File: src/rtl/core/cfhp_pkg.sv
// Package for the class-file header parser: parse phases, tag and status codes,
// and the result record passed between the parser and its output register.
// No dependencies.
package cfhp_pkg;

    // Parse phase, one per field of the header; the code is reported as field_kind
    typedef enum logic [4:0] {
        PH_MAGIC     = 5'd0,
        PH_MINOR     = 5'd1,
        PH_MAJOR     = 5'd2,
        PH_COUNT     = 5'd3,
        PH_TAG       = 5'd4,
        PH_CLS_NAME  = 5'd5,
        PH_REF_CLASS = 5'd6,
        PH_REF_NAT   = 5'd7,
        PH_STRING    = 5'd8,
        PH_NAT_NAME  = 5'd9,
        PH_NAT_DESC  = 5'd10,
        PH_UTF_LEN   = 5'd11,
        PH_UTF_BYTE  = 5'd12,
        PH_ACCESS    = 5'd13,
        PH_THIS      = 5'd14,
        PH_SUPER     = 5'd15,
        PH_IF_COUNT  = 5'd16,
        PH_IF_ENTRY  = 5'd17,
        PH_F_COUNT   = 5'd18,
        PH_DONE      = 5'd19
    } phase_t;

    // Result status codes
    typedef enum logic [2:0] {
        ST_OK          = 3'd0,
        ST_BAD_MAGIC   = 3'd1,
        ST_BAD_TAG     = 3'd2,
        ST_UNSUPPORTED = 3'd3,
        ST_TRUNCATED   = 3'd4
    } status_t;

    localparam logic [31:0] MAGIC_WORD = 32'hCAFEBABE;

    // Constant-pool tags
    localparam logic [7:0] TAG_UTF8        = 8'd1;
    localparam logic [7:0] TAG_INTEGER     = 8'd3;
    localparam logic [7:0] TAG_FLOAT       = 8'd4;
    localparam logic [7:0] TAG_LONG        = 8'd5;
    localparam logic [7:0] TAG_DOUBLE      = 8'd6;
    localparam logic [7:0] TAG_CLASS       = 8'd7;
    localparam logic [7:0] TAG_STRING      = 8'd8;
    localparam logic [7:0] TAG_FIELDREF    = 8'd9;
    localparam logic [7:0] TAG_METHODREF   = 8'd10;
    localparam logic [7:0] TAG_IFMETHODREF = 8'd11;
    localparam logic [7:0] TAG_NAMETYPE    = 8'd12;
    localparam logic [7:0] TAG_MHANDLE     = 8'd15;
    localparam logic [7:0] TAG_MTYPE       = 8'd16;
    localparam logic [7:0] TAG_INVDYN      = 8'd18;

    // One finished field
    typedef struct packed {
        phase_t      kind;
        logic [31:0] value;
        logic [15:0] index;
        logic [7:0]  tag;
        status_t     status;
        logic        done;
    } result_t;

endpackage

File: src/rtl/core/cfhp_in_stage.sv
// Input register of the class-file header parser: holds one stream byte and
// its last marker until the parser takes it. Depends on nothing.
module cfhp_in_stage (
    input  logic       aclk,
    input  logic       aresetn,
    input  logic       s_valid,
    output logic       s_ready,
    input  logic [7:0] s_byte,
    input  logic       s_last,
    input  logic       take,
    output logic       in_valid,
    output logic [7:0] in_byte,
    output logic       in_last
);

    logic       valid_reg;
    logic [7:0] byte_reg;
    logic       last_reg;

    // Free slot, or the slot empties this cycle
    assign s_ready  = !valid_reg || take;
    assign in_valid = valid_reg;
    assign in_byte  = byte_reg;
    assign in_last  = last_reg;

    always_ff @(posedge aclk) begin
        if (!aresetn) begin
            valid_reg <= 1'b0;
        end else if (s_valid && s_ready) begin
            valid_reg <= 1'b1;
        end else if (take) begin
            valid_reg <= 1'b0;
        end
    end

    // Payload, no reset
    always_ff @(posedge aclk) begin
        if (s_valid && s_ready) begin
            byte_reg <= s_byte;
            last_reg <= s_last;
        end
    end

endmodule

File: src/rtl/core/cfhp_parser.sv
// Parser state and one-byte step of the class-file header parser: assembles
// big-endian fields, walks the constant pool and trailer. Uses cfhp_pkg.
module cfhp_parser
    import cfhp_pkg::*;
(
    input  logic       aclk,
    input  logic       aresetn,
    input  logic       step,
    input  logic [7:0] in_byte,
    input  logic       in_last,
    output logic       res_valid,
    output result_t    res
);

    phase_t      phase_reg, phase_next;
    logic [1:0]  cnt_reg, cnt_next;
    logic [23:0] asm_reg, asm_next;
    logic [15:0] left_reg, left_next;
    logic [15:0] ctr_reg, ctr_next;
    logic [7:0]  tag_reg, tag_next;
    logic [15:0] str_reg, str_next;
    logic        halt_reg, halt_next;

    logic [31:0] acc;
    logic [2:0]  cnt_inc;
    logic [2:0]  need;
    logic [15:0] idx;
    logic [7:0]  tag;
    logic [15:0] left_dec;
    logic [15:0] str_dec;
    logic [2:0]  err;

    always_ff @(posedge aclk) begin
        if (!aresetn) begin
            phase_reg <= PH_MAGIC;
            cnt_reg   <= 2'd0;
            asm_reg   <= 24'd0;
            left_reg  <= 16'd0;
            ctr_reg   <= 16'd0;
            tag_reg   <= 8'd0;
            str_reg   <= 16'd0;
            halt_reg  <= 1'b0;
        end else begin
            phase_reg <= phase_next;
            cnt_reg   <= cnt_next;
            asm_reg   <= asm_next;
            left_reg  <= left_next;
            ctr_reg   <= ctr_next;
            tag_reg   <= tag_next;
            str_reg   <= str_next;
            halt_reg  <= halt_next;
        end
    end

    // Field assembly and per-field context
    assign acc      = {asm_reg, in_byte};
    assign cnt_inc  = {1'b0, cnt_reg} + 3'd1;
    assign left_dec = left_reg - 16'd1;
    assign str_dec  = str_reg - 16'd1;

    always_comb begin
        if (phase_reg == PH_MAGIC) begin
            need = 3'd4;
        end else if (phase_reg == PH_TAG || phase_reg == PH_UTF_BYTE) begin
            need = 3'd1;
        end else begin
            need = 3'd2;
        end
        idx = 16'd0;
        tag = 8'd0;
        if (phase_reg >= PH_TAG && phase_reg <= PH_UTF_BYTE) begin
            idx = ctr_reg;
            tag = (phase_reg == PH_TAG) ? in_byte : tag_reg;
        end else if (phase_reg == PH_IF_ENTRY) begin
            idx = ctr_reg;
        end
    end

    // Step on one byte: next state and result
    always_comb begin
        phase_next = phase_reg;
        cnt_next   = cnt_reg;
        asm_next   = asm_reg;
        left_next  = left_reg;
        ctr_next   = ctr_reg;
        tag_next   = tag_reg;
        str_next   = str_reg;
        halt_next  = halt_reg;
        err        = ST_OK;
        res_valid  = 1'b0;
        res.kind   = phase_reg;
        res.value  = acc;
        res.index  = idx;
        res.tag    = tag;
        res.status = ST_OK;
        res.done   = 1'b0;

        if (step && !halt_reg && phase_reg != PH_DONE) begin
            if (cnt_inc < need) begin
                // Field still open
                asm_next = acc[23:0];
                cnt_next = cnt_inc[1:0];
                if (in_last) begin
                    halt_next  = 1'b1;
                    res_valid  = 1'b1;
                    res.status = ST_TRUNCATED;
                end
            end else begin
                cnt_next = 2'd0;
                asm_next = 24'd0;
                case (phase_reg)
                    PH_MAGIC: begin
                        if (acc != MAGIC_WORD) begin
                            err = ST_BAD_MAGIC;
                        end else begin
                            phase_next = PH_MINOR;
                        end
                    end
                    PH_MINOR: phase_next = PH_MAJOR;
                    PH_MAJOR: phase_next = PH_COUNT;
                    PH_COUNT: begin
                        left_next  = (acc[15:0] > 16'd1) ? (acc[15:0] - 16'd1) : 16'd0;
                        ctr_next   = 16'd1;
                        phase_next = (acc[15:0] > 16'd1) ? PH_TAG : PH_ACCESS;
                    end
                    PH_TAG: begin
                        tag_next = in_byte;
                        case (in_byte)
                            TAG_CLASS:       phase_next = PH_CLS_NAME;
                            TAG_FIELDREF,
                            TAG_METHODREF,
                            TAG_IFMETHODREF: phase_next = PH_REF_CLASS;
                            TAG_STRING:      phase_next = PH_STRING;
                            TAG_NAMETYPE:    phase_next = PH_NAT_NAME;
                            TAG_UTF8:        phase_next = PH_UTF_LEN;
                            TAG_INTEGER, TAG_FLOAT, TAG_LONG, TAG_DOUBLE,
                            TAG_MHANDLE, TAG_MTYPE, TAG_INVDYN: err = ST_UNSUPPORTED;
                            default:         err = ST_BAD_TAG;
                        endcase
                    end
                    PH_REF_CLASS: phase_next = PH_REF_NAT;
                    PH_NAT_NAME:  phase_next = PH_NAT_DESC;
                    PH_CLS_NAME, PH_REF_NAT, PH_STRING, PH_NAT_DESC: begin
                        left_next  = left_dec;
                        ctr_next   = ctr_reg + 16'd1;
                        phase_next = (left_dec != 16'd0) ? PH_TAG : PH_ACCESS;
                    end
                    PH_UTF_LEN: begin
                        str_next = acc[15:0];
                        if (acc[15:0] == 16'd0) begin
                            left_next  = left_dec;
                            ctr_next   = ctr_reg + 16'd1;
                            phase_next = (left_dec != 16'd0) ? PH_TAG : PH_ACCESS;
                        end else begin
                            phase_next = PH_UTF_BYTE;
                        end
                    end
                    PH_UTF_BYTE: begin
                        str_next = str_dec;
                        if (str_dec == 16'd0) begin
                            left_next  = left_dec;
                            ctr_next   = ctr_reg + 16'd1;
                            phase_next = (left_dec != 16'd0) ? PH_TAG : PH_ACCESS;
                        end
                    end
                    PH_ACCESS: phase_next = PH_THIS;
                    PH_THIS:   phase_next = PH_SUPER;
                    PH_SUPER:  phase_next = PH_IF_COUNT;
                    PH_IF_COUNT: begin
                        left_next  = acc[15:0];
                        ctr_next   = 16'd0;
                        phase_next = (acc[15:0] != 16'd0) ? PH_IF_ENTRY : PH_F_COUNT;
                    end
                    PH_IF_ENTRY: begin
                        left_next = left_dec;
                        ctr_next  = ctr_reg + 16'd1;
                        if (left_dec == 16'd0) begin
                            phase_next = PH_F_COUNT;
                        end
                    end
                    default: phase_next = PH_DONE;
                endcase

                // Error first, then completion, then truncation
                res_valid = 1'b1;
                if (err != ST_OK) begin
                    halt_next  = 1'b1;
                    res.status = status_t'(err);
                end else if (phase_next == PH_DONE) begin
                    res.done = 1'b1;
                end else if (in_last) begin
                    halt_next  = 1'b1;
                    res.status = ST_TRUNCATED;
                end
            end
        end
    end

endmodule

File: src/rtl/core/cfhp_out_stage.sv
// Output register of the class-file header parser: holds one result until
// the downstream side takes it. Uses cfhp_pkg.
module cfhp_out_stage
    import cfhp_pkg::*;
(
    input  logic    aclk,
    input  logic    aresetn,
    input  logic    step,
    input  logic    res_valid,
    input  result_t res,
    input  logic    m_ready,
    output logic    m_valid,
    output logic    free,
    output result_t m_res
);

    logic    valid_reg;
    result_t res_reg;

    // Room for a new result this cycle
    assign free    = !valid_reg || m_ready;
    assign m_valid = valid_reg;
    assign m_res   = res_reg;

    always_ff @(posedge aclk) begin
        if (!aresetn) begin
            valid_reg <= 1'b0;
        end else if (free) begin
            valid_reg <= step && res_valid;
        end
    end

    always_ff @(posedge aclk) begin
        if (step && res_valid) begin
            res_reg <= res;
        end
    end

endmodule

File: src/rtl/core/class_file_header_parser.sv
// Class-file header parser, one stream byte per request in, one result per
// finished field out. A byte waits in the input register; its result is
// registered in the output register. Throughput: one byte per cycle; the input
// register advances whenever the output register is empty or taken in the same cycle.
// Reset (aresetn low, synchronous) returns to the magic phase and clears a halt.
module class_file_header_parser
    import cfhp_pkg::*;
(
    input  logic        aclk,
    input  logic        aresetn,
    input  logic        s_tvalid,
    output logic        s_tready,
    input  logic [7:0]  s_tdata,   // [7:0] byte_value
    input  logic        s_tlast,   // end_of_input
    output logic        m_tvalid,
    input  logic        m_tready,
    output logic [55:0] m_tdata,   // [31:0] field_value, [47:32] entry_index, [55:48] entry_tag
    output logic [7:0]  m_tuser,   // [4:0] field_kind, [7:5] status
    output logic        m_tlast    // header_done
);

    logic       in_valid;
    logic [7:0] in_byte;
    logic       in_last;
    logic       out_free;
    logic       step;
    logic       res_valid;
    result_t    res;
    result_t    m_res;

    // Parser consumes a byte when the output slot can take its result
    assign step = in_valid && out_free;

    cfhp_in_stage u_in (
        .aclk     (aclk),
        .aresetn  (aresetn),
        .s_valid  (s_tvalid),
        .s_ready  (s_tready),
        .s_byte   (s_tdata),
        .s_last   (s_tlast),
        .take     (step),
        .in_valid (in_valid),
        .in_byte  (in_byte),
        .in_last  (in_last)
    );

    cfhp_parser u_parse (
        .aclk      (aclk),
        .aresetn   (aresetn),
        .step      (step),
        .in_byte   (in_byte),
        .in_last   (in_last),
        .res_valid (res_valid),
        .res       (res)
    );

    cfhp_out_stage u_out (
        .aclk      (aclk),
        .aresetn   (aresetn),
        .step      (step),
        .res_valid (res_valid),
        .res       (res),
        .m_ready   (m_tready),
        .m_valid   (m_tvalid),
        .free      (out_free),
        .m_res     (m_res)
    );

    // Result packing
    assign m_tdata = {m_res.tag, m_res.index, m_res.value};
    assign m_tuser = {m_res.status, m_res.kind};
    assign m_tlast = m_res.done;

endmodule
File: config.mk
export PLATFORM = sky130hd
export DESIGN_NAME = class_file_header_parser
export DESIGN_NICKNAME = d
export VERILOG_FILES = /design/src/rtl/core/cfhp_pkg.sv /design/src/rtl/core/cfhp_in_stage.sv /design/src/rtl/core/cfhp_parser.sv /design/src/rtl/core/cfhp_out_stage.sv /design/src/rtl/core/class_file_header_parser.sv
export SDC_FILE = /design/constraint.sdc
export NUM_CORES = 1
export LEC_CHECK = 0
export BUFFER_PORTS_ARGS = -buffer_cell sky130_fd_sc_hd__buf_2
export CORE_MARGIN = 2
export CORE_UTILIZATION = 53
export DETAILED_ROUTE_END_ITERATION = 7
export PLACE_DENSITY = 0.73
export SLEW_MARGIN = 5
export SYNTH_ARGS = -nofsm -noshare
export SYNTH_HDL_FRONTEND = slang
export SYNTH_SLANG_ARGS = --single-unit
File: constraint.sdc
create_clock -name aclk -period 4.8 [get_ports aclk]
set_clock_uncertainty 0.2 [all_clocks]
set_input_delay 1.2 -clock aclk [delete_from_list [all_inputs] [get_ports aclk]]
set_output_delay 1.2 -clock aclk [all_outputs]
set_load 0.005 [all_outputs]
# Yosys cells after proc, flatten, opt, wreduce, memory -nomap -nowiden
# Index checks and enable logic that the tools add are counted.
# totals
ff_bits	164
inputBits	13
output_inout_bits	67
wordCells	143
# op_classes
add_sub_neg	5
magnitude_cmp	4
eq_ne	37
mux	45
bitwise	2
n_reduce_logical	32
# op_table
op	count
case mux 16 bit (5 select lines)	2
two-way mux 16 bit	7
case mux 5 bit (15 select lines)	1
== test 8 x 4 -> 1 bit, second input constant	6
logical NOT 16 bit	3
subtractor 16 x 1 -> 16 bit, second input constant	3
== test 5 x 4 -> 1 bit, second input constant	8
== test 8 x 3 -> 1 bit, second input constant	4
!= test 32 bit, second input constant	1
case mux 16 bit (2 select lines)	1
nonzero test 16 bit	2
two-way mux 5 bit	6
case mux 5 bit (5 select lines)	1
two-way mux 24 bit	1
two-way mux 3 bit	7
== test 5 x 3 -> 1 bit, second input constant	4
adder 16 x 1 -> 16 bit, second input constant	1
== test 8 x 5 -> 1 bit, second input constant	2
greater-than comparator 16 x 1 -> 1 bit, second input constant	1
== test 5 bit, second input constant	3
OR reduction 7 bit	2
two-way mux 1 bit	11
== test 5 x 2 -> 1 bit, second input constant	2
== test 8 x 1 -> 1 bit, second input constant	1
other kinds (29)	45

# Depth between registers and ports, before layout
# Gate-level depths: netlist of the first run.
# depth
depth_word	11
mapped_depth	14

# Modules after synthesis
# From an unflattened synthesis of the first run, not the netlist that was laid out.
# hier_totals
cells_unflattened	938
area_unflattened_um2	8779.7
# by_module_without_submodules
module	n_inst	cells_each	area_each_um2	seq_area_each_um2
cfhp_parser	1	853	6441.2	1761.7
cfhp_out_stage	1	70	2004.4	1971.9
cfhp_in_stage	1	14	327.8	290.3
class_file_header_parser	1	1	6.3	0.0

# Least setup slack after synthesis of the first run
# OpenSTA, ideal clock, no wires.
# synth_path
path_kind	input -> register
from	input m_tready
to	register u_out.res_reg (netlist bit u_out.m_res[0]) (enable)
setup_time_ns	0.419
arrival_time_ns	3.292
t_required_ns	4.181
path_slack_ns	0.889
stages	5
n_path_buf	1
cell_sequence	nand2b_1 -> o2111a_1 -> clkbuf_1 -> o21ai_0 -> inv_1
# synth_via
elab_chain_len	6
# synth_rtl
item	line_no	text
from (decl)	class_file_header_parser.sv:16	input logic m_tready,
logical OR 1 bit (*)	cfhp_out_stage.sv:21	assign free = !valid_reg || m_ready;
logical AND 1 bit (*)	class_file_header_parser.sv:32	assign step = in_valid && out_free;
logical AND 1 bit (2 in series)	cfhp_parser.sv:98	if (step && !halt_reg && phase_reg != PH_DONE) begin
two-way mux 1 bit	cfhp_parser.sv:98	
logical AND 1 bit (*)	cfhp_out_stage.sv:34	if (step && res_valid) begin
to (signal assigned)	cfhp_out_stage.sv:35	res_reg <= res;
to (decl)	cfhp_out_stage.sv:18	result_t res_reg;
# Every way passes the cells marked *; elsewhere a longest branch is shown, timed or not.
# A chain may end at the register's enable or synchronous reset.

# Worst setup path after layout of the first run
# layout_path
from	register u_parse.phase_reg[1]
to	register u_parse.ctr_reg[8]
# layout_via
elab_chain_len	7
# layout_rtl
item	line_no	text
from (decl)	cfhp_parser.sv:15	phase_t phase_reg, phase_next;
from (signal assigned)	cfhp_parser.sv:44	phase_reg <= phase_next;
== test 5 x 3 -> 1 bit or == test 5 x 4 -> 1 bit (tied branches)	cfhp_parser.sv:64, cfhp_parser.sv:111	
logical OR 1 bit	cfhp_parser.sv:64	end else if (phase_reg == PH_TAG || phase_reg == PH_UTF_BYTE) begin
two-way mux 2 bit	cfhp_parser.sv:64	
two-way mux 3 bit	cfhp_parser.sv:62	if (phase_reg == PH_MAGIC) begin
< comparator 3 bit	cfhp_parser.sv:99	if (cnt_inc < need) begin
NOT 1 bit (no line)	n/a	
AND reduction 5 bit (no line)	n/a	
to (signal assigned)	cfhp_parser.sv:48	ctr_reg <= ctr_next;
to (decl)	cfhp_parser.sv:19	logic [15:0] ctr_reg, ctr_next;
# Parallel ways exist; a longest one is shown, timed or not.

==> flow_summary.toml, run 1 <==
[sta]
tightestPinTransition_ns = 1.11
rsz0062_at_grt = "no"
hold_viol = 0
final.period_utilization = 0.853
slew_violations = 0
fmax_mhz = 244
post-route-min-period_ns = 4.09
layout_setup_ws_ns = 0.708
hold-worst-slack_ns = 0.264
fin_tns_setup_ns = 0
setup_viol = 0
slew_headroom = 0.262

[floorplan]
die-height_um = 130
start_util = 0.538
core.rowCount = 46
ios = 80
die-width_um = 130
core_area_um2 = 15700
fp.dieArea_um2 = 17000

[job]
drv_cap = 0

[final_layout]
largest_reg_flops = 65
nets = 1031
antenna_cells = 0
fill_cells = 1346
multi_input_area_um2 = 4100
regArea_um2 = 4020
area_growth_pct = 13.8
fin_cells = 1234
drive_gt1_frac = 0.158

[synthesis]
yosys_warnings = 0
async_flop_share = 0
yosys.area_share.simple = 0.232
synth_top_cell_by_area = "edfxtp_1"
yosysSeqAreaShare = 0.476
synthMuxAreaShare = 0.0155
synthesis.area_um2 = 8450
synth.avg_cell_area_um2 = 8.86
synth_cell_types = 79
synth.area.top_cells = "edfxtp_1 26%, dfxtp_1 21%, nand2_1 6.2%, a21oi_1 5.9%, nor2_1 3.9%"
synth_commonest_cells = "140 x nand2_1, 99 x a21oi_1, 90 x dfxtp_1, 88 x nor2_1, 74 x edfxtp_1"
synth_top_family_by_area = "simple AND/OR/NAND/NOR gates"
ys_ff_latch = 164
synth_cells = 954
yosysTopAreaCellShare = 0.263
synth_compound_area_frac = 0.207
synth_top_flop_cell = "dfxtp_1"
synthXorXnorAreaFrac = 0.00932
synthAdderAreaFrac = 0.0192
synth.net_count = 980
synth.most_common_cell = "nand2_1"
synth_edf_count = 74

[pwr]
p_per_area_nw_per_um2 = 311
power_w = 0.00299
leakage_nw = 3.40
max-vdd-ir-drop_mv = 0.251

[drt]
antenna_left = 0
wl_um = 22800
drtIter0Drc = 761
first_pass_iters = 5
vias = 7564
drc = 0
avgRoutedWirePerCell_um = 18.5
via_per_inst = 6.13

[setup_path]
cp.required_ns = 4.95
cp-end-kind = "flip-flop"
critPathArrivalTime_ns = 4.24
startpoint_type = "flip-flop"
path_class = "flip-flop to flip-flop"
cp_max_fo = 38

[cts]
clk_pin_slew_ns = 0.07
cts_tree = "yes"
clock-sinks = 164
clockRootBuffer = "clkbuf_16"
holdBufCountCts = 0
htree_levels = 4
cts_buffer_depth = 2
cts_buffers = 17
cts_setup_buffers = 0
clk_latency_ns = 0.43
ctsResizeCount = 0

[global_routing]
grt_max_degree = 51
antenna_found_initial = 0
grt_pass1_vias = 6650
grt_usage = 0.274
gr-total-overflow = 0
grt_pass1_wl_um = 36000

[run_status]
outcome = "finished, final reports clean"

[place]
dpl.cell_count = 1202
dp_hpwl_um = 15800
port_buffers = 79
post-place-ws_ns = 0.787
place_congestion = 0.931

[hold_path]
min-delay-path-class = "flip-flop to flip-flop"
==> cell families after synthesis <==
family,Yosys count
AO/OA/AOI/OAI,268
XOR/XNOR,9
adder cells (fa/ha/maj),13
buffers and inverters,90
flip-flops,164
multiplexers,13
AND/OR/NAND/NOR,397
==> worst paths after layout <==
path / start / to / slack (ns) / depth (start not counted)
min reg2reg: u_parse.asm_reg[21] / u_out.m_res[57] / 0.26 / 0
max: u_parse.phase_reg[1] / u_parse.ctr_reg[8] / 0.71 / 10
max reg2reg: u_parse.phase_reg[1] / u_parse.ctr_reg[8] / 0.71 / 10
min: u_parse.asm_reg[21] / u_out.m_res[57] / 0.26 / 0
==> stage by stage <==
step / instance area, um2 / utilization
2_1_floorplan: 8450 / -
3_3_place_gp: 9050 / 0.576
3_5_place_dp: 9050 / 0.576
4_1_cts: 9620 / 0.612
5_1_grt: 9620 / 0.612
6_report: 9620 / 0.612
==> power breakdown <==
part	total [W]	switching, W	internal (W)
Combinational	0.000166	0.000108	0.0000572
Sequential	0.00152	0.0000282	0.00149
Clock	0.00131	0.000583	0.000726
Total	0.00299	0.000719	0.00227
==> per-layer routing <==
metal | global-route usage | routed length (um) | vias up
li1 | - | - | 3638
met1 | 0.385 | 10200 | 3574
met2 | 0.427 | 10500 | 322
met3 | 0.0537 | 1690 | 30
met4 | 0.0904 | 480 | 0
met5 | 0 | 0 | -
==> final cells by class <==
class,count,area share
Sequential cell,164,0.418
Inverter,21,0.00819
Clock inverter,15,0.0155
Multi-Input combinational cell,700,0.426
Tap cell,216,0.0281
Clock buffer,17,0.0442
Timing Repair Buffer,101,0.0596
==> critical path, stage by stage (launching register included) <==
cell and delay [ns]:
dfxtp_1 0.50, nor3_1 0.60, nand2_1 0.16, ha_1 0.31, o21a_1 0.13, a2bb2oi_1 0.29
o311a_1 0.25, nand2_1 0.16, a21o_1 0.59, or4_1 0.66, a21oi_1 0.15
==> cells in the final DEF (no fill, tap or decap), types with 7 or more instances in the layout <==
master	instances
o31ai_1	12
clkbuf_16	17
nor2b_1	10
nor3_1	25
ha_1	13
buf_2	79
o211ai_1	7
nor2_1	88
and2_1	16
nand3_1	14
nand4_1	12
dfxtp_1	90
nand2_1	140
or4_1	19
o21ai_0	55
a21oi_1	99
nor4_1	16
edfxtp_1	74
or2_2	9
xnor2_1	7
buf_4	21
a211oi_1	12
or3_1	13
mux2i_1	12
inv_1	18
Power figures use the tool's default switching activity.
==> inputs of run 2 (changes only) <==
--- a/config.mk
+++ b/config.mk
@@ -9,7 +9,7 @@
 export CORE_MARGIN = 2
 export CORE_UTILIZATION = 53
 export DETAILED_ROUTE_END_ITERATION = 7
-export PLACE_DENSITY = 0.73
+export PLACE_DENSITY = 0.75
 export SLEW_MARGIN = 5
 export SYNTH_ARGS = -nofsm -noshare
 export SYNTH_HDL_FRONTEND = slang
==> constraint.sdc (replaced) <==
create_clock -name aclk -period 3.57 [get_ports aclk]
set_clock_uncertainty 0.2 [all_clocks]
set_input_delay 0.8925 -clock aclk [delete_from_list [all_inputs] [get_ports aclk]]
set_output_delay 0.8925 -clock aclk [all_outputs]
set_load 0.005 [all_outputs]
==> run 2 against run 1 <==
Core utilization increased by 2.6 points; global-route usage increased by 1.2 points; maximum frequency increased by 20%; non-clock buffer count increased by 44; wire length increased by 4.4%; critical path type unchanged; largest power group unchanged.
==> flow_summary.toml, run 2 (same netlist as run 1, synthesis figures left out) <==
[run_status]
outcome = "finished, final reports clean"

[setup_path]
cp-end-kind = "flip-flop"
startpoint_type = "flip-flop"
cpMaxStageDelayCell = "or4b_2"
max_stage_delay_ns = 0.68
cp_cell_sequence = "inv_1, ha_1, or4b_2, nor4_2, xnor2_1, o2111ai_1, or2_2, a221o_1, nor3_1"
cp_max_fo = 9
r2r_slack_ns = 0.17
r2r_start = "u_parse.left_reg[0]"
cp.required_ns = 3.62
critPathLaunch = "u_parse.left_reg[0]"
critPathArrivalTime_ns = 3.44
path_class = "flip-flop to flip-flop"
r2r_cells = 9

[final_layout]
final_common_cell = "nand2_1"
area_growth_pct = 18.5
multi_input_area_um2 = 4120
largest_reg_flops = 65
regArea_um2 = 4020
design_area_um2 = 10000
antenna_cells = 0
drive_gt1_frac = 0.196
final_cell_mix = "140 x nand2_1, 99 x a21oi_1, 90 x dfxtp_1"
nets = 1075
fill_cells = 1303

[cts]
clk_pin_slew_ns = 0.08
cts_tree = "yes"
htree_levels = 4
cts_buffers = 17
cts_buffer_depth = 2
holdBufCountCts = 0
clock-sinks = 164
clk_latency_ns = 0.44
cts_setup_buffers = 0
clockRootBuffer = "clkbuf_16"

[sta]
fin_tns_setup_ns = 0
fmax_mhz = 294
hold-worst-slack_ns = 0.270
slew_violations = 0
slew_headroom = 0.492
final.period_utilization = 0.951
post-route-min-period_ns = 3.40
hold_viol = 0
tightestPinTransition_ns = 0.757
rsz0062_at_grt = "no"
setup_viol = 0

[floorplan]
start_util = 0.538
die-height_um = 130
die-width_um = 130
core_area_um2 = 15700
ios = 80
core.rowCount = 46
fp.dieArea_um2 = 17000

[pwr]
clockPowerShare = 0.452
comb_power_share = 0.062
leakage_nw = 3.63
power.share.sequential = 0.487
p_per_area_nw_per_um2 = 415
max-vdd-ir-drop_mv = 0.318
netSwitchingPower_w = 0.00106
swShare = 0.255
power_w = 0.00416
internal_power_w = 0.00310

[drt]
antenna_left = 0
first_pass_iters = 5
via_per_inst = 6.10
drtIter0Drc = 715
vias = 7794
avgRoutedWirePerCell_um = 18.7
wl_um = 23800
drc = 0

[place]
place_congestion = 0.956
port_buffers = 79
placed_area_um2 = 9390
dp_hpwl_um = 16600

[global_routing]
grt_pass1_wl_um = 37500
grt_usage = 0.286
gr-total-overflow = 0
grt_pass1_vias = 7140
grt_max_degree = 34
antenna_found_initial = 0

[hold_path]
worstHoldStart = "u_parse.asm_reg[21]"
min-delay-path-class = "flip-flop to flip-flop"
hold_path_depth = 0

[job]
drv_cap = 0
[run 2: changes by cell type in the layout (fill, tap and decap cells not counted), moves of 2 or more]
cell      previous run  this run
buf_4               21        64
clkinv_4             4         2
clkinv_8             1         3
inv_8                1         5
[run 2: final timing paths]
path,endpoint
worst min-delay path,u_out.m_res[57]
worst max register to register,u_out.m_res[0]
worst min register to register,u_out.m_res[57]
worst max-delay path,u_out.m_res[0]
[run 2: critical path, delay by kind of cell (launching register included)]
kind / cells / cell delay [ns]
simple gates: 4 / 1.58
xor+xnor: 1 / 0.19
flops: 1 / 0.39
compound gates: 2 / 0.56
fa+ha+maj: 1 / 0.16
buf+inv: 1 / 0.11
[run 2: power by group through the flow]
stage | Clock, W | Combinational, W | Sequential (W)
floorplan | 0 | 0.000132 | 0.00207
global placement | 0 | 0.000247 | 0.00206
detailed placement | 0 | 0.000251 | 0.00207
CTS | 0.00189 | 0.000253 | 0.00202
finish | 0.00188 | 0.000257 | 0.00202
global route | 0.00196 | 0.000279 | 0.00203
[run 2: layer usage]
| metal | routed length, um | vias to the layer above | GRT usage | part of all wire |
|---|---|---|---|---|
| met4 | 541 | 0 | 0.0999 | 0.023 |
| met3 | 1800 | 49 | 0.0500 | 0.075 |
| li1 | - | 3709 | - | - |
| met5 | 0 | - | 0 | 0 |
| met2 | 11200 | 356 | 0.468 | 0.47 |
| met1 | 10300 | 3680 | 0.383 | 0.43 |
[run 2: repair_timing]
action / CTS / global route
gates resized for setup: 0 / 3
hold endpoints to repair: 0 / 0
setup endpoints to repair: 0 / 7
[run 2: layout make-up]
cell class | count | area share
Clock buffer | 17 | 0.0424
Sequential cell | 164 | 0.401
Multi-Input combinational cell | 700 | 0.411
Timing Repair Buffer | 145 | 0.0914
Clock inverter | 15 | 0.0184
Tap cell | 216 | 0.0270
Inverter | 21 | 0.00824
[run 2: metrics by stage]
step | setup WS, ns | util | std cells
final | 0.174 | 0.638 | 1278
after global routing | 0.00160 | 0.638 | 1278
after CTS | 0.136 | 0.637 | 1278
after detailed placement | 0.168 | 0.598 | 1246
after global placement | 0.271 | 0.598 | 1246
after floorplan | 0.0778 | - | 954
==> inputs of run 3 (changes only) <==
--- a/config.mk
+++ b/config.mk
@@ -5,11 +5,12 @@
 export SDC_FILE = /design/constraint.sdc
 export NUM_CORES = 1
 export LEC_CHECK = 0
+export ABC_CLOCK_PERIOD_IN_PS = 4300
 export BUFFER_PORTS_ARGS = -buffer_cell sky130_fd_sc_hd__buf_2
-export CORE_MARGIN = 2
+export CORE_MARGIN = 3
 export CORE_UTILIZATION = 53
 export DETAILED_ROUTE_END_ITERATION = 7
-export PLACE_DENSITY = 0.75
+export PLACE_DENSITY = 0.73
 export SLEW_MARGIN = 5
 export SYNTH_ARGS = -nofsm -noshare
 export SYNTH_HDL_FRONTEND = slang
==> constraint.sdc (replaced) <==
create_clock -name aclk -period 4.3 [get_ports aclk]
set_clock_uncertainty 0.2 [all_clocks]
set_input_delay 1.075 -clock aclk [delete_from_list [all_inputs] [get_ports aclk]]
set_output_delay 1.075 -clock aclk [all_outputs]
set_load 0.005 [all_outputs]
==> run 3 against run 2 <==
Register-to-register slack better by 0.40 ns; clock power down 24%; cell area down 3.2%; sequential share of layout area up 1.3 points; critical endpoint is now u_out.m_res[3].
==> flow_summary.toml, run 3 (same netlist as run 1, synthesis figures left out) <==
[run_status]
outcome = "finished, final reports clean"

[global_routing]
gr-total-overflow = 0
antenna_found_initial = 0
grt_usage = 0.270
grt_pass1_wl_um = 37600
grt_pass1_vias = 6864
grt_max_degree = 35

[final_layout]
nets = 1046
largest_reg_flops = 65
fill_cells = 1342
final_cell_mix = "140 x nand2_1, 99 x a21oi_1, 90 x dfxtp_1"
antenna_cells = 0
multi_input_area_um2 = 4100
area_growth_pct = 14.8
regArea_um2 = 4020
final_common_cell = "nand2_1"
drive_gt1_frac = 0.170

[cts]
htree_levels = 4
ctsResizeCount = 0
clk_pin_slew_ns = 0.07
clockRootBuffer = "clkbuf_16"
clock-sinks = 164
cts_buffer_depth = 2
cts_setup_buffers = 0
cts_tree = "yes"
holdBufCountCts = 0
cts_buffers = 17
clk_latency_ns = 0.43

[sta]
hold_viol = 0
fin_tns_setup_ns = 0
slew_headroom = 0.379
tightestPinTransition_ns = 0.908
setup_viol = 0
hold-worst-slack_ns = 0.270
slew_violations = 0
post-route-min-period_ns = 3.72
fmax_mhz = 269
final.period_utilization = 0.866
rsz0062_at_grt = "no"

[setup_path]
cpMaxStageDelayCell = "or4b_2"
r2r_start = "u_parse.left_reg[0]"
path_class = "flip-flop to flip-flop"
max_stage_delay_ns = 0.71
critPathArrivalTime_ns = 3.72
r2r_end = "u_out.m_res[3]"
cp_cell_sequence = "inv_1, ha_1, or4b_2, nor4_1, xnor2_1, o2111ai_1, or2_2, a221o_1, o21a_1"
cp.required_ns = 4.29
cp_max_fo = 11
r2r_cells = 9
cp-end-kind = "flip-flop"
startpoint_type = "flip-flop"
r2r_slack_ns = 0.58

[hold_path]
hold_path_depth = 2
holdPathEnd = "u_parse.cnt_reg[1]"
min-delay-path-class = "flip-flop to flip-flop"
worstHoldStart = "u_parse.cnt_reg[1]"

[floorplan]
core_area_um2 = 15400
core.rowCount = 45
fp.dieArea_um2 = 17500
die-height_um = 132
ios = 80
die-width_um = 132
start_util = 0.548

[drt]
avgRoutedWirePerCell_um = 19.0
via_per_inst = 6.18
drc = 0
antenna_left = 0
drtIter0Drc = 842
wl_um = 23700
first_pass_iters = 6
vias = 7685

[pwr]
power_w = 0.00332
leakage_nw = 3.46
max-vdd-ir-drop_mv = 0.271
p_per_area_nw_per_um2 = 342

[place]
place_congestion = 0.974
port_buffers = 79
dp_hpwl_um = 16400

[job]
drv_cap = 0
## run 3: cell count changes in the layout (fill, tap and decap cells not counted), sizes merged
cell,before,now
inv,26,25
clkinv,8,7
bufinv,1,0
clkbuf,17,18
clkinvlp,1,2
buf,145,116
## run 3: worst max path at each step
stage	to	slack, ns	from	depth (start not counted)
floorplan	u_out.m_res[0]	0.51	m_tready	5
global placement	u_parse.left_reg[15]	0.76	u_parse.phase_reg[4]	11
detailed placement	u_out.m_res[3]	0.67	u_parse.left_reg[0]	9
CTS	u_out.m_res[3]	0.63	u_parse.left_reg[0]	9
global route	u_parse.left_reg[15]	0.34	u_parse.phase_reg[4]	11
finish	u_out.m_res[3]	0.58	u_parse.left_reg[0]	9
## run 3: cell type report
type                            instances  share of cell area
Clock buffer                           18              0.0442
Tap cell                              211              0.0272
Multi-Input combinational cell        700               0.423
Inverter                               21             0.00812
Clock inverter                         13              0.0124
Sequential cell                       164               0.415
Timing Repair Buffer                  116              0.0707
## run 3: through the flow
stage                     cell area, um2  utilization  setup WS [ns]  instances
after CTS                           9700        0.629          0.629       1243
after global placement              9150        0.593          0.757       1212
after floorplan                     8450            -          0.514        954
final                               9700        0.629          0.578       1243
after global routing                9700        0.629          0.343       1243
after detailed placement            9150        0.593          0.674       1212
## run 3: critical path, delay by kind of cell (launching register included)
family,cells,cell delay [ns]
flops,1,0.39
buf+inv,1,0.11
simple gates,3,1.45
compound gates,3,0.76
fa+ha+maj,1,0.36
xor+xnor,1,0.20
## run 3: power by group
| part | switching [W] | internal, W |
|---|---|---|
| sequential | 0.0000182 | 0.00166 |
| clock | 0.000675 | 0.000756 |
| combinational | 0.000139 | 0.0000703 |
| total | 0.000832 | 0.00249 |
## run 3: routing by layer
metal	track usage	part of all wire	routed length, um
met1	0.380	0.44	10300
met2	0.423	0.46	10800
met3	0.0523	0.084	1980
met4	0.0831	0.022	521
met5	0	0	0
